### src/design/vmt_pkg.sv
// Shared types, widths and constants for the vertex matrix transform core.
// No dependencies; every other design file refers to it by scoped names.
package vmt_pkg;

  localparam int unsigned COMP_W    = 16;
  localparam int unsigned NUM_LANES = 4;
  localparam int unsigned REG_W     = COMP_W * NUM_LANES;
  localparam int unsigned CFG_IDX_W = 3;
  localparam int unsigned COEF_FRAC = 12;

  localparam int unsigned PROD_W = 2 * COMP_W;
  localparam int unsigned SUM_W  = PROD_W + 2;

  typedef logic signed [COMP_W-1:0] comp_t;
  typedef logic signed [PROD_W-1:0] prod_t;
  typedef logic signed [SUM_W-1:0]  sum_t;
  typedef comp_t [NUM_LANES-1:0]    quad_t;
  typedef quad_t [NUM_LANES-1:0]    coef_mat_t;
  typedef logic [REG_W-1:0]         row_t;

  typedef enum logic [CFG_IDX_W-1:0] {
    CFG_ROW_ZERO    = 3'd0,
    CFG_ROW_ONE     = 3'd1,
    CFG_ROW_TWO     = 3'd2,
    CFG_ROW_THREE   = 3'd3,
    CFG_COLUMN_MODE = 3'd4
  } cfg_idx_e;

  localparam row_t ROW_ZERO_RST  = 64'h0000_0000_0000_1000;
  localparam row_t ROW_ONE_RST   = 64'h0000_0000_1000_0000;
  localparam row_t ROW_TWO_RST   = 64'h0000_1000_0000_0000;
  localparam row_t ROW_THREE_RST = 64'h1000_0000_0000_0000;

  localparam sum_t ROUND_BIAS   = SUM_W'((64'd1 << COEF_FRAC) >> 1);
  localparam sum_t SUM_LANE_MAX = SUM_W'((2 ** (COMP_W - 1)) - 1);
  localparam sum_t SUM_LANE_MIN = SUM_W'(-(2 ** (COMP_W - 1)));

endpackage

### src/design/vmt_lane.sv
// One output lane: multiply stage, sum-and-round stage, saturate stage.
// Depends on vmt_pkg; advance is driven by the top-level stall control.
module vmt_lane (
  input  logic           clk_i,
  input  logic           en_i,
  input  vmt_pkg::quad_t vtx_i,
  input  vmt_pkg::quad_t coef_i,
  output vmt_pkg::comp_t res_o,
  output logic           sat_o
);

  vmt_pkg::prod_t prod_q [vmt_pkg::NUM_LANES];
  vmt_pkg::prod_t prod_d [vmt_pkg::NUM_LANES];
  vmt_pkg::sum_t  sum_q, sum_d;
  vmt_pkg::sum_t  shifted;
  vmt_pkg::comp_t res_q, res_d;
  logic           sat_q, sat_d;

  always_comb begin
    for (int t = 0; t < vmt_pkg::NUM_LANES; t++) begin
      prod_d[t] = $signed(vtx_i[t]) * $signed(coef_i[t]);
    end
  end

  always_comb begin
    sum_d = vmt_pkg::ROUND_BIAS;
    for (int t = 0; t < vmt_pkg::NUM_LANES; t++) begin
      sum_d = sum_d + vmt_pkg::sum_t'(prod_q[t]);
    end
  end

  always_comb begin
    shifted = sum_q >>> vmt_pkg::COEF_FRAC;
    if (shifted > vmt_pkg::SUM_LANE_MAX) begin
      res_d = vmt_pkg::comp_t'(vmt_pkg::SUM_LANE_MAX);
      sat_d = 1'b1;
    end else if (shifted < vmt_pkg::SUM_LANE_MIN) begin
      res_d = vmt_pkg::comp_t'(vmt_pkg::SUM_LANE_MIN);
      sat_d = 1'b1;
    end else begin
      res_d = shifted[vmt_pkg::COMP_W-1:0];
      sat_d = 1'b0;
    end
  end

  always_ff @(posedge clk_i) begin
    if (en_i) begin
      for (int t = 0; t < vmt_pkg::NUM_LANES; t++) begin
        prod_q[t] <= prod_d[t];
      end
      sum_q <= sum_d;
      res_q <= res_d;
      sat_q <= sat_d;
    end
  end

  assign res_o = res_q;
  assign sat_o = sat_q;

endmodule
### config.mk
export PLATFORM = sky130hd
export DESIGN_NAME = vmt_lane
export DESIGN_NICKNAME = d
export VERILOG_FILES = /design/src/design/vmt_pkg.sv /design/src/design/vmt_lane.sv
export SDC_FILE = /design/constraint.sdc
export NUM_CORES = 2
export LEC_CHECK = 0
export ABC_AREA = 1
export BUFFER_PORTS_ARGS = -buffer_cell sky130_fd_sc_hd__buf_2
export CAP_MARGIN = 25
export CORE_MARGIN = 2
export CORE_UTILIZATION = 50
export CTS_CLUSTER_DIAMETER = 40
export CTS_CLUSTER_SIZE = 24
export DETAILED_ROUTE_END_ITERATION = 7
export GPL_TIMING_DRIVEN = 0
export PLACE_DENSITY = 0.69
export SLEW_MARGIN = 25
export SYNTH_ARGS = -nofsm -noshare
export SYNTH_HDL_FRONTEND = slang
export SYNTH_SLANG_ARGS = --single-unit
export TNS_END_PERCENT = 10
### constraint.sdc
create_clock -name clk_i -period 7.6 [get_ports clk_i]
set_clock_uncertainty 0.05 [all_clocks]
set_input_delay 2.28 -clock clk_i [delete_from_list [all_inputs] [get_ports clk_i]]
set_output_delay 2.28 -clock clk_i [all_outputs]
set_load 0.01 [all_outputs]
==> flow_summary.toml <==
[timing]
period_share_pct = 98.8
slew_violations = 0
timing.final.setup_violations = 0
worst_slew_pin_slew_ns = 0.638
worst_slack_on_hold_paths_ns = 0.475
final-hold-violation-count = 0
minimum_clock_period_ns = 7.51
worst_slew_margin_rel_pct = 57.5
rsz0062_at_grt = "true"
achievable-frequency_mhz = 133

[clock_network]
clock_pin_slew_on_the_worst_setup_and_hold_paths_ns = 0.07
htreeDepth = 4
ctsHoldBuffers = 0
cts_buffers = 17
cts.path.max_buffers = 2
clock_root_buffer = "sky130_fd_sc_hd__clkbuf_16"
cts_tree = "built"
clkSinkCount = 167
worst_skew_pair.late_latency_ns = 0.46

[synthesis]
synth_cells = 6204
postSynthNetCount = 7835
post-synth-top-area-cell = "sky130_fd_sc_hd__fa_1"
ys_seq_area_share_pct = 9.86
top_cell_type_s_share_of_synthesized_area_pct = 43.8
synth.distinct_cells = 40
yosys_warnings = 0
synth_area_leaders = "sky130_fd_sc_hd__fa_1, sky130_fd_sc_hd__inv_1, sky130_fd_sc_hd__nand2_1"
synth.avg_cell_area_um2 = 8.20
netlist_area_um2 = 50800
postSynth.asyncResetShare_pct = 0
number_of_synthesized_register_bits = 167
synth_edf_count = 167
postSynth.topFlopCell = "sky130_fd_sc_hd__edfxtp_1"

[critical_path]
required_ns = 7.77
setup.worst_path.start_class = "input port"
crit_type = "in2reg"
timing.critical_path.fanout_max = 10
path_common_cell = "sky130_fd_sc_hd__fa_1"
crit_path_max_incr_delay_ns = 0.58
ordered_cell_list_for_the_critical_path = "clkbuf_2 -> buf_4 -> nand2_1 -> fa_1 -> fa_1 -> fa_1 -> inv_1 -> fa_1 -> fa_1 -> inv_1 -> fa_1 -> inv_1 -> ha_1 -> nand2_1 -> inv_1 -> nand2_1 -> nor3_1 -> nand3_1 -> nand3_1 -> xor2_1"
critical_path.slowest_cell = "sky130_fd_sc_hd__fa_1"
cp_data_arrival_time_ns = 7.68
cpLargestDelayFamily = "adder cells"
worst-path-buf-inv = 6
timing.critical_path.to_type = "register"

[die]
die_width_um = 323
area_inside_the_core_boundary_um2 = 100000
placement_rows = 116
die_h_um = 323
initial_cell_density_of_the_core_pct = 50.6
floorplan.die_area_um2 = 104000
num_io_pins = 147

[grt]
largest_net_degree_at_the_start_of_global_routing = 96
number_of_global_route_vias_before_repair = 40500
global_route_wire_length_before_repair_mm = 216
grt_usage_pct = 26.8
number_of_antenna_violations_at_the_first_check_in_global_routing = 2
global_route.overflow_total = 0

[finish]
area.growth.synth_to_final_pct = 6.64
final_design_area_no_fill_um2 = 54200
num-fill-cells = 9519
sequential_cell_area_um2 = 5010
multiInputGateArea_um2 = 38200
final_nets = 7898
layout-drive-gt1-share_pct = 6.67
n_antenna_cell = 0

[route]
route.final.wire_length_mm = 133
avgRoutedWirePerCell_um = 17.5
drt.antenna.violating_nets = 0
vias_cell = 5.10
num_vias = 38900
starting_drt_drc_count = 3160
post-route-drc-count = 0
detail_route.first_pass.iterations = 7

[placement]
hpwl_after_dpl_mm = 116
i_o_buffers = 41
detailed_place.area_um2 = 52800
routabilityCongestion = 0.961

[job]
max_cap_viol_count = 0

[status]
outcome = "finished, final reports clean"

[hold_path]
worst_hold_path_type = "reg2reg"
-- metal layers --
metal  GRT usage, %  part of all wire [%]
met5              0                 0.016
met4           7.68                   3.2
met3           3.72                   6.9
met2           44.6                    48
met1           36.9                    42
-- Yosys cell counts, types with 2 or more instances --
| library cell | instances |
|---|---|
| sky130_fd_sc_hd__inv_1 | 1831 |
| sky130_fd_sc_hd__nand2_1 | 1541 |
| sky130_fd_sc_hd__fa_1 | 1112 |
| sky130_fd_sc_hd__ha_1 | 389 |
| sky130_fd_sc_hd__clkbuf_1 | 232 |
| sky130_fd_sc_hd__nor2_1 | 229 |
| sky130_fd_sc_hd__edfxtp_1 | 167 |
| sky130_fd_sc_hd__a21oi_1 | 153 |
| sky130_fd_sc_hd__nand3_1 | 133 |
| sky130_fd_sc_hd__xor2_1 | 95 |
| sky130_fd_sc_hd__o21ai_0 | 83 |
| sky130_fd_sc_hd__nand4_1 | 30 |
| sky130_fd_sc_hd__nor3_1 | 28 |
| sky130_fd_sc_hd__xnor2_1 | 23 |
| sky130_fd_sc_hd__o21bai_1 | 22 |
| sky130_fd_sc_hd__nand2_2 | 19 |
| sky130_fd_sc_hd__a21o_1 | 15 |
| sky130_fd_sc_hd__or2_2 | 15 |
| sky130_fd_sc_hd__nor4_1 | 12 |
| sky130_fd_sc_hd__o21a_1 | 11 |
| sky130_fd_sc_hd__o21ai_1 | 8 |
| sky130_fd_sc_hd__nor2_2 | 7 |
| sky130_fd_sc_hd__nor3_2 | 7 |
| sky130_fd_sc_hd__a31oi_1 | 6 |
| sky130_fd_sc_hd__nand3b_1 | 6 |
| sky130_fd_sc_hd__inv_2 | 4 |
| sky130_fd_sc_hd__nand3_2 | 4 |
| sky130_fd_sc_hd__a21boi_1 | 3 |
| sky130_fd_sc_hd__or2_1 | 3 |
| sky130_fd_sc_hd__a21oi_2 | 2 |
| sky130_fd_sc_hd__and2_1 | 2 |
| sky130_fd_sc_hd__buf_1 | 2 |
| sky130_fd_sc_hd__buf_2 | 2 |
| sky130_fd_sc_hd__clkinv_1 | 2 |
-- final cells by class --
type / instances / area share (%)
well taps: 1357 / 3.13
repair buffers: 51 / 0.586
multi-input cells: 3964 / 70.5
clock buffers: 17 / 0.785
plain buffers: 229 / 2.58
inverters: 1837 / 12.7
clock inverters: 15 / 0.415
flip-flops and latches: 167 / 9.25
-- through the flow --
step / setup slack [ns] / std cells / setup TNS [ns] / utilization [%]
2_1_floorplan: 0.00518 / 6204 / 0 / -
4_1_cts: -0.0167 / 7632 / -0.0167 / 53.5
3_5_place_dp: -1.19 / 7603 / -62.16 / 52.6
3_3_place_gp: -1.21 / 7602 / -61.25 / 52.5
6_report: 0.0886 / 7637 / 0 / 54.0
5_1_grt: -0.0631 / 7637 / -0.286 / 54.0
-- placed cells by master (no fill, tap or decap), types with 17 or more instances in the layout --
cell type                      n
sky130_fd_sc_hd__buf_6        18
sky130_fd_sc_hd__nor3_1       20
sky130_fd_sc_hd__clkbuf_16    17
sky130_fd_sc_hd__nand2_1    1537
sky130_fd_sc_hd__xor2_1       95
sky130_fd_sc_hd__edfxtp_1    167
sky130_fd_sc_hd__nand2_2      23
sky130_fd_sc_hd__a21oi_1     146
sky130_fd_sc_hd__nand3_1     133
sky130_fd_sc_hd__nor2_1      223
sky130_fd_sc_hd__xnor2_1      23
sky130_fd_sc_hd__fa_1       1095
sky130_fd_sc_hd__fa_2         17
sky130_fd_sc_hd__clkbuf_4     36
sky130_fd_sc_hd__nand4_1      30
sky130_fd_sc_hd__clkbuf_2    116
sky130_fd_sc_hd__buf_4        36
sky130_fd_sc_hd__o21ai_0      76
sky130_fd_sc_hd__ha_1        376
sky130_fd_sc_hd__o21bai_1     22
sky130_fd_sc_hd__inv_1      1828
sky130_fd_sc_hd__buf_2        56
-- tightest hold or removal path, stage by stage (launching register included) --
cell and delay, ns:
sky130_fd_sc_hd__edfxtp_1 0.32, sky130_fd_sc_hd__nand2_1 0.05, sky130_fd_sc_hd__nand2_1 0.05
-- timing repair --
action | 4_1_cts | 5_1_grt
setup endpoints to repair | 72 | 66
setup buffers | 2 | 7
pin swaps | 1 | 8
gates resized for setup | 186 | 366
-- sequential cells by signal, indices dropped and copies added (netlist names) --
signal  count
sum_q      22
prod_q    128
res_o      16
sat_o       1
-- cells by family (layout without fill, tap and decap cells) --
family          after synthesis  in the layout  synth area share [%]
simple gates               2039           2039                  16.1
xor+xnor                    119            119                  2.06
compound gates              305            305                  3.30
buf+inv                    2073           2149                  15.3
fa+ha+maj                  1501           1501                  53.4
flops                       167            167                  9.86
-- worst paths after layout --
kind / from / slack (ns) / depth (start not counted) / endpoint
worst max-delay path: coef_i[17] / 0.09 / 20 / prod_q[1][25]$_DFFE_PP_
worst min register to register: sum_q[16]$_DFFE_PP_ / 0.48 / 2 / res_o[4]$_SDFFCE_PN1P_
worst min-delay path: sum_q[16]$_DFFE_PP_ / 0.48 / 2 / res_o[4]$_SDFFCE_PN1P_
worst max register to register: prod_q[1][10]$_DFFE_PP_ / 3.91 / 12 / sum_q[33]$_DFFE_PP_
Power is not shown: default switching activity piles up to over one toggle a cycle in this logic, so the estimate is an artifact.
