### src/design/vmt_pkg.sv
// Shared types, widths and constants for the vertex matrix transform core.
// No dependencies; every other design file refers to it by scoped names.
package vmt_pkg;

  localparam int unsigned COMP_W    = 16;
  localparam int unsigned NUM_LANES = 4;
  localparam int unsigned REG_W     = COMP_W * NUM_LANES;
  localparam int unsigned CFG_IDX_W = 3;
  localparam int unsigned COEF_FRAC = 12;

  localparam int unsigned PROD_W = 2 * COMP_W;
  localparam int unsigned SUM_W  = PROD_W + 2;

  typedef logic signed [COMP_W-1:0] comp_t;
  typedef logic signed [PROD_W-1:0] prod_t;
  typedef logic signed [SUM_W-1:0]  sum_t;
  typedef comp_t [NUM_LANES-1:0]    quad_t;
  typedef quad_t [NUM_LANES-1:0]    coef_mat_t;
  typedef logic [REG_W-1:0]         row_t;

  typedef enum logic [CFG_IDX_W-1:0] {
    CFG_ROW_ZERO    = 3'd0,
    CFG_ROW_ONE     = 3'd1,
    CFG_ROW_TWO     = 3'd2,
    CFG_ROW_THREE   = 3'd3,
    CFG_COLUMN_MODE = 3'd4
  } cfg_idx_e;

  localparam row_t ROW_ZERO_RST  = 64'h0000_0000_0000_1000;
  localparam row_t ROW_ONE_RST   = 64'h0000_0000_1000_0000;
  localparam row_t ROW_TWO_RST   = 64'h0000_1000_0000_0000;
  localparam row_t ROW_THREE_RST = 64'h1000_0000_0000_0000;

  localparam sum_t ROUND_BIAS   = SUM_W'((64'd1 << COEF_FRAC) >> 1);
  localparam sum_t SUM_LANE_MAX = SUM_W'((2 ** (COMP_W - 1)) - 1);
  localparam sum_t SUM_LANE_MIN = SUM_W'(-(2 ** (COMP_W - 1)));

endpackage

### src/design/vmt_cfg_regs.sv
// Matrix row and mode registers with per-lane coefficient selection.
// Depends on vmt_pkg.
module vmt_cfg_regs (
  input  logic                           clk_i,
  input  logic                           rst_ni,
  input  logic                           cfg_we_i,
  input  logic [vmt_pkg::CFG_IDX_W-1:0]  cfg_idx_i,
  input  vmt_pkg::row_t                  cfg_data_i,
  output vmt_pkg::coef_mat_t             lane_coef_o
);

  vmt_pkg::row_t rows_q [vmt_pkg::NUM_LANES];
  logic          mode_q;

  always_ff @(posedge clk_i or negedge rst_ni) begin
    if (!rst_ni) begin
      rows_q[0] <= vmt_pkg::ROW_ZERO_RST;
      rows_q[1] <= vmt_pkg::ROW_ONE_RST;
      rows_q[2] <= vmt_pkg::ROW_TWO_RST;
      rows_q[3] <= vmt_pkg::ROW_THREE_RST;
      mode_q    <= 1'b0;
    end else if (cfg_we_i) begin
      case (cfg_idx_i)
        vmt_pkg::CFG_ROW_ZERO:    rows_q[0] <= cfg_data_i;
        vmt_pkg::CFG_ROW_ONE:     rows_q[1] <= cfg_data_i;
        vmt_pkg::CFG_ROW_TWO:     rows_q[2] <= cfg_data_i;
        vmt_pkg::CFG_ROW_THREE:   rows_q[3] <= cfg_data_i;
        vmt_pkg::CFG_COLUMN_MODE: mode_q    <= cfg_data_i[0];
        default: ;
      endcase
    end
  end

  // Column mode: lane i uses row i. Row mode: lane i uses column i.
  always_comb begin
    for (int l = 0; l < vmt_pkg::NUM_LANES; l++) begin
      for (int t = 0; t < vmt_pkg::NUM_LANES; t++) begin
        if (mode_q) begin
          lane_coef_o[l][t] = rows_q[l][t*vmt_pkg::COMP_W +: vmt_pkg::COMP_W];
        end else begin
          lane_coef_o[l][t] = rows_q[t][l*vmt_pkg::COMP_W +: vmt_pkg::COMP_W];
        end
      end
    end
  end

endmodule

### config.mk
export PLATFORM = sky130hd
export DESIGN_NAME = vmt_cfg_regs
export DESIGN_NICKNAME = d
export VERILOG_FILES = /design/src/design/vmt_pkg.sv /design/src/design/vmt_cfg_regs.sv
export SDC_FILE = /design/constraint.sdc
export NUM_CORES = 1
export LEC_CHECK = 0
export BUFFER_PORTS_ARGS = -buffer_cell sky130_fd_sc_hd__buf_4
export CAP_MARGIN = 15
export CORE_MARGIN = 2
export CORE_UTILIZATION = 54
export DETAILED_ROUTE_END_ITERATION = 10
export PLACE_DENSITY = 0.84
export SLEW_MARGIN = 20
export SYNTH_ARGS = -nofsm -noshare
export SYNTH_HDL_FRONTEND = slang
export SYNTH_SLANG_ARGS = --single-unit
### constraint.sdc
create_clock -name clk_i -period 2.4 [get_ports clk_i]
set_clock_uncertainty 0.2 [all_clocks]
set_input_delay 0.6 -clock clk_i [delete_from_list [all_inputs] [get_ports clk_i]]
set_output_delay 0.6 -clock clk_i [all_outputs]
set_load 0.02 [all_outputs]
==> results of run 1 <==
[area by class of cell]
| cell class | instances | area [um^2] |
|---|---|---|
| multi-input combinational | 454 | 5820 |
| sequential | 257 | 6440 |
| tap | 324 | 405 |
| fill | 1598 | 7230 |
| clock inverter | 9 | 178 |
| timing repair buffer | 370 | 3280 |
| clock buffer | 40 | 825 |
[registers in the layout (all words and copies together), names as in the netlist]
signal / cells
mode_q: 1
rows_q: 192
lane_coef_o: 64
[critical path, delay by kind of cell, from the launching register on]
family	cells	cell delay [ps]
mux	1	380
buf+inv	3	510
flops	1	440
[per-stage QoR]
stage / hold slack [ps] / utilization / instances / TNS (ps)
2_1_floorplan: 104 / - / 824 / 0
3_3_place_gp: 290 / 0.644 / 1396 / 0
3_5_place_dp: 295 / 0.644 / 1396 / 0
4_1_cts: 112 / 0.692 / 1449 / -46230
5_1_grt: 109 / 0.701 / 1454 / -51310
6_report: 126 / 0.701 / 1454 / -42080
[cell usage after synthesis]
master	n
mux2_2	269
dfrtp_1	253
mux2_4	180
buf_4	70
buf_2	21
buf_12	18
dfstp_2	4
buf_6	3
and4bb_1	2
and4bb_2	1
clkbuf_1	1
nand4b_1	1
nor4b_2	1
[power groups by stage]
stage / Combinational (mW) / Clock (mW) / Sequential [mW]
2_1_floorplan: 4.95 / 0 / 5.81
3_3_place_gp: 7.18 / 0 / 6.10
3_5_place_dp: 7.30 / 0 / 6.15
4_1_cts: 7.51 / 4.70 / 6.09
5_1_grt: 8.08 / 4.87 / 6.22
6_report: 7.73 / 4.60 / 6.11
[logic make-up (layout without fill, tap and decap cells)]
logic type,Yosys count,after routing
multiplexers,449,449
flip-flops,257,257
buffers and inverters,113,419
AND/OR/NAND/NOR,5,5
[layout by cell type, fill, tap and decap left out]
cell type and instances:
dfrtp_1 252, dfrtp_4 1, buf_16 3, clkbuf_8 10
clkinv_2 2, dfstp_2 4, clkbuf_1 3, nor4b_4 1
buf_6 46, inv_6 1, buf_12 16, clkinv_4 1
dlygate4sd3_1 1, buf_4 299, mux2_4 182, mux2_2 267
bufinv_16 5, clkbuf_16 30, and4bb_4 2, nand4b_1 1
buf_8 2, and4bb_2 1
[timing repair]
| item | CTS | global route |
|---|---|---|
| endpoints found under the setup margin | 192 | 192 |
| endpoints found under the hold margin | 47 | 0 |
| resized for setup | 24 | 31 |
| buffers inserted | 3 | 1 |
| hold buffers | 1 | 0 |
| gates cloned | 0 | 4 |
[worst paths after layout]
| path | end | startpoint | slack (ps) |
|---|---|---|---|
| worst max-delay path | lane_coef_o[57] | mode_q$_DFFE_PN0P_ | -270 |
| worst min-delay path | rows_q[210]$_DFFE_PN0P_ | cfg_data_i[18] | 130 |
| worst max register to register | mode_q$_DFFE_PN0P_ | mode_q$_DFFE_PN0P_ | 970 |
| worst min register to register | lane_coef_o[248]$_DFFE_PN0P_ | lane_coef_o[248]$_DFFE_PN0P_ | 310 |
| max in group asynchronous | lane_coef_o[246]$_DFFE_PN0P_ | rst_ni | 860 |
| min in group asynchronous | lane_coef_o[80]$_DFFE_PN0P_ | rst_ni | 380 |
[per-layer routing]
layer	routed length [um]	global-route usage
met3	2020	0.0532
met5	0	0
met2	16300	0.423
met1	13700	0.320
met4	830	0.0629
==> flow_metrics.tcl, run 1 <==
set metrics [dict create \
    rsz0062_at_grt "true" \
    p_int_mw 12.4 \
    dieArea_um2 25800 \
    syn_nets 894 \
    swShare 0.329 \
    cp.required_ps 1600 \
    ys_types 13 \
    crit_path_end_kind "primary output" \
    gp_congestion 0.855 \
    synth_cells 824 \
    ys_ff_latch 257 \
    cts_root_buf "clkbuf_16" \
    hpwlAfterDp_mm 22.5 \
    switching_power_mw 6.07 \
    antenna_cells 0 \
    first_global_vias 8507 \
    vdd_drop_max_v 0.000816 \
    final_cell_area_um2 16900 \
    crit_slowest_cell "dfrtp_4" \
    violations "negative setup slack" \
    crit_fanout 18 \
    grt_pass1_wl_mm 50.1 \
    finalPower_mw 18.4 \
    synth_top_area_frac 0.478 \
    antenna_found_initial 0 \
    layout.nets 1180 \
    yosys_warnings 0 \
    area_growth_syn_to_layout_pct 27.8 \
    cts_max_path_buffers 3 \
    die-width_um 161 \
    min_path_cells 2 \
    worstPathCellList "buf_12 > buf_12 > mux2_2 > buf_4" \
    yosys.area_share.xor_xnor 0 \
    hold_violations 0 \
    start_util 0.548 \
    fmax_mhz 375 \
    dp_slack_ps 150 \
    synthTopCellsByArea "dfrtp_1 48%, mux2_2 23%, mux2_4 20%, buf_4 4.0%, buf_12 2.7%" \
    path_clk_slew_ps 60 \
    critPathArrivalTime_ps 1870 \
    portBuffers 325 \
    path_common_cell "buf_12" \
    synth_top_area_cell "dfrtp_1" \
    pwr_density_cell_nw_per_um2 1090 \
    avgSynthCellArea_um2 16.1 \
    period_minus_slack_ps 2670 \
    period_share 1.11 \
    slowest_delay_ps 440 \
    clockPowerShare 0.250 \
    yosysSeqAreaShare 0.485 \
    wl_per_cell_um 22.6 \
    tightest_slew_ps 462 \
    drtPass1Iterations 4 \
    slew_headroom 0.692 \
    drv_slew 0 \
    fp.coreArea_um2 24200 \
    drt_iter0_drc 321 \
    layout-drive-gt1-share 0.773 \
    synth_compound_area_frac 0 \
    drcViolationCount 0 \
    start_kind "register" \
    netlist_area_um2 13300 \
    cts_tree "done" \
    path_class "register to primary output" \
    grt_max_degree 57 \
    hp-class "input pin to register" \
    vias 7815 \
    fin_ws_ps -265 \
    clkLatencyLatePin_ps 530 \
    cts_buffers 27 \
    reg2reg_depth 3 \
    dieHeight_um 161 \
    avgViaCountPerCell 5.37 \
    power_frac_seq 0.331 \
    setup_violations 192 \
    grtUsageTotal 0.246 \
    synthAdderAreaFrac 0 \
    io_pins 326 \
    synthSimpleGateAreaFrac 0.00462 \
    postRouteAntennaNets 0 \
    htree_num_levels 1 \
    drt_wl_total_mm 32.8 \
    clock-sinks 257 \
    drv_cap 0 \
    place_area_um2 15600 \
    row_count 57 \
    power_leakage_nw 7.94 \
    gr-total-overflow 0 \
    synth_top_family_by_area "multiplexers" \
    combPwrFrac 0.419 \
    status "complete, but fails checks" \
    synth_mux_area_frac 0.432 \
]
No activity file was read; power rests on OpenSTA's default activity.
==> run 2, diff against run 1 <==
--- a/config.mk
+++ b/config.mk
@@ -7,7 +7,7 @@
 export LEC_CHECK = 0
 export BUFFER_PORTS_ARGS = -buffer_cell sky130_fd_sc_hd__buf_4
 export CAP_MARGIN = 15
-export CORE_MARGIN = 2
+export CORE_MARGIN = 10
 export CORE_UTILIZATION = 54
 export DETAILED_ROUTE_END_ITERATION = 10
 export PLACE_DENSITY = 0.84
==> run 2 against run 1 <==
Against the previous run: the run still ends with negative setup slack left; die area increased by 21%; non-clock buffer count grew 11; wire length is 13% higher; count of clock-buffer cells in the layout decreased by 2; register-to-register slack worse by 40 ps; final cell count grew 0.83%; largest cell class unchanged; largest power group unchanged.
==> flow_metrics.tcl, run 2 (synthesized netlist as in run 1, its figures left out) <==
set metrics [dict create \
    status "complete, but fails checks" \
    violations "negative setup slack" \
    postRouteAntennaNets 0 \
    area_growth_syn_to_layout_pct 33.2 \
    final_cell_area_um2 17700 \
    antenna_cells 0 \
    path_common_cell "buf_12" \
    clock-sinks 257 \
    layout-drive-gt1-share 0.771 \
    slowest_delay_ps 520 \
    antenna_found_initial 0 \
    setup_tns_ps -52220 \
    fin_cells 1466 \
    vias 7946 \
    hpwlAfterDp_mm 24.7 \
    cts_tree "done" \
    power_leakage_nw 8.23 \
    period_share 1.14 \
    crit_fanout 5 \
    avgViaCountPerCell 5.42 \
    start_util 0.547 \
    whs_ps 129 \
    hp-class "input pin to register" \
    layout.nets 1191 \
    gp_congestion 0.805 \
    critical-path-top-delay-family "buffers and inverters" \
    mostFrequentLayoutCells "257 x mux2_2, 252 x dfrtp_1, 204 x buf_4" \
    drt_wl_total_mm 37.0 \
    place_area_um2 15600 \
    tightest_slew_ps 559 \
    grtUsageTotal 0.225 \
    critPathArrivalTime_ps 1940 \
    clkLatencyLatePin_ps 520 \
    cts_root_buf "clkbuf_16" \
    start_kind "register" \
    dieArea_um2 31200 \
    crit_slowest_cell "dfrtp_4" \
    first_global_vias 8992 \
    gr-total-overflow 0 \
    worstPathCellList "buf_12 > buf_12 > buf_16 > mux2_4 > buf_6" \
    regMostFlops "rows_q" \
    row_count 57 \
    path_clk_slew_ps 70 \
    pwr_density_cell_nw_per_um2 1100 \
    crit_path_end_kind "primary output" \
    drcViolationCount 0 \
    slew_headroom 0.627 \
    fp.coreArea_um2 24200 \
    io_pins 326 \
    drtPass1Iterations 4 \
    cp.required_ps 1600 \
    dieHeight_um 177 \
    finalPower_mw 19.4 \
    htree_num_levels 1 \
    cp_num_buf_inv 4 \
    dp_slack_ps 177 \
    cts_buffers 27 \
    period_minus_slack_ps 2740 \
    drv_slew 0 \
    numPlacedInstances 1391 \
    drv_cap 0 \
    die-width_um 177 \
    portBuffers 325 \
    largest_register_ffs 192 \
    fmax_mhz 365 \
    grt_pass1_wl_mm 55.4 \
    path_class "register to primary output" \
    fin_util 0.729 \
    hold_violations 0 \
    final_common_cell "mux2_2" \
    rsz0062_at_grt "true" \
    drt_iter0_drc 340 \
    fin_ws_ps -338 \
    vdd_drop_max_v 0.000777 \
    wl_per_cell_um 25.2 \
    setup_violations 192 \
    cts_max_path_buffers 3 \
    grt_max_degree 66 \
]
-- run 2: cell count changes in the layout (fill, tap and decap cells not counted), sizes merged --
cell	previous run	this run
clkbuf	43	42
bufbuf	0	1
bufinv	5	6
buf	366	375
clkinv	3	5
-- run 2: final timing paths --
kind,start,end,slack [ps],cells after the start
max,mode_q$_DFFE_PN0P_,lane_coef_o[198],-340,5
min,cfg_data_i[60],rows_q[252]$_DFFE_PN0P_,130,2
max reg2reg,mode_q$_DFFE_PN0P_,mode_q$_DFFE_PN0P_,930,3
min reg2reg,lane_coef_o[254]$_DFFE_PN0P_,lane_coef_o[254]$_DFFE_PN0P_,310,1
max in group asynchronous,rst_ni,lane_coef_o[12]$_DFFE_PN1P_,840,3
min in group asynchronous,rst_ni,lane_coef_o[80]$_DFFE_PN0P_,430,2
-- run 2: timing repair --
item / CTS / global route
endpoints found under the setup margin: 192 / 192
pin swaps: 0 / 0
hold buffers: 1 / 0
buffers inserted: 10 / 2
hold endpoints to repair: 57 / 0
resized for setup: 113 / 52
gates cloned: 9 / 5
-- run 2: area by class of cell --
type / count / area [um^2]
tap: 324 / 405
clock buffer: 38 / 757
fill: 1489 / 6580
clock inverter: 12 / 218
multi-input combinational: 454 / 5850
timing repair buffer: 381 / 3990
sequential: 257 / 6440
-- run 2: layer usage --
layer	wire, um	share of wire	GRT usage
met5	0	0	0
met4	808	0.022	0.0536
met3	2550	0.069	0.0653
met2	18900	0.51	0.387
met1	14800	0.40	0.272
-- run 2: power breakdown --
group / switching (mW) / internal (mW) / total [mW]
combinational: 3.91 / 4.80 / 8.71
sequential: 0.799 / 5.31 / 6.11
clock: 1.76 / 2.85 / 4.61
total: 6.48 / 13.0 / 19.4
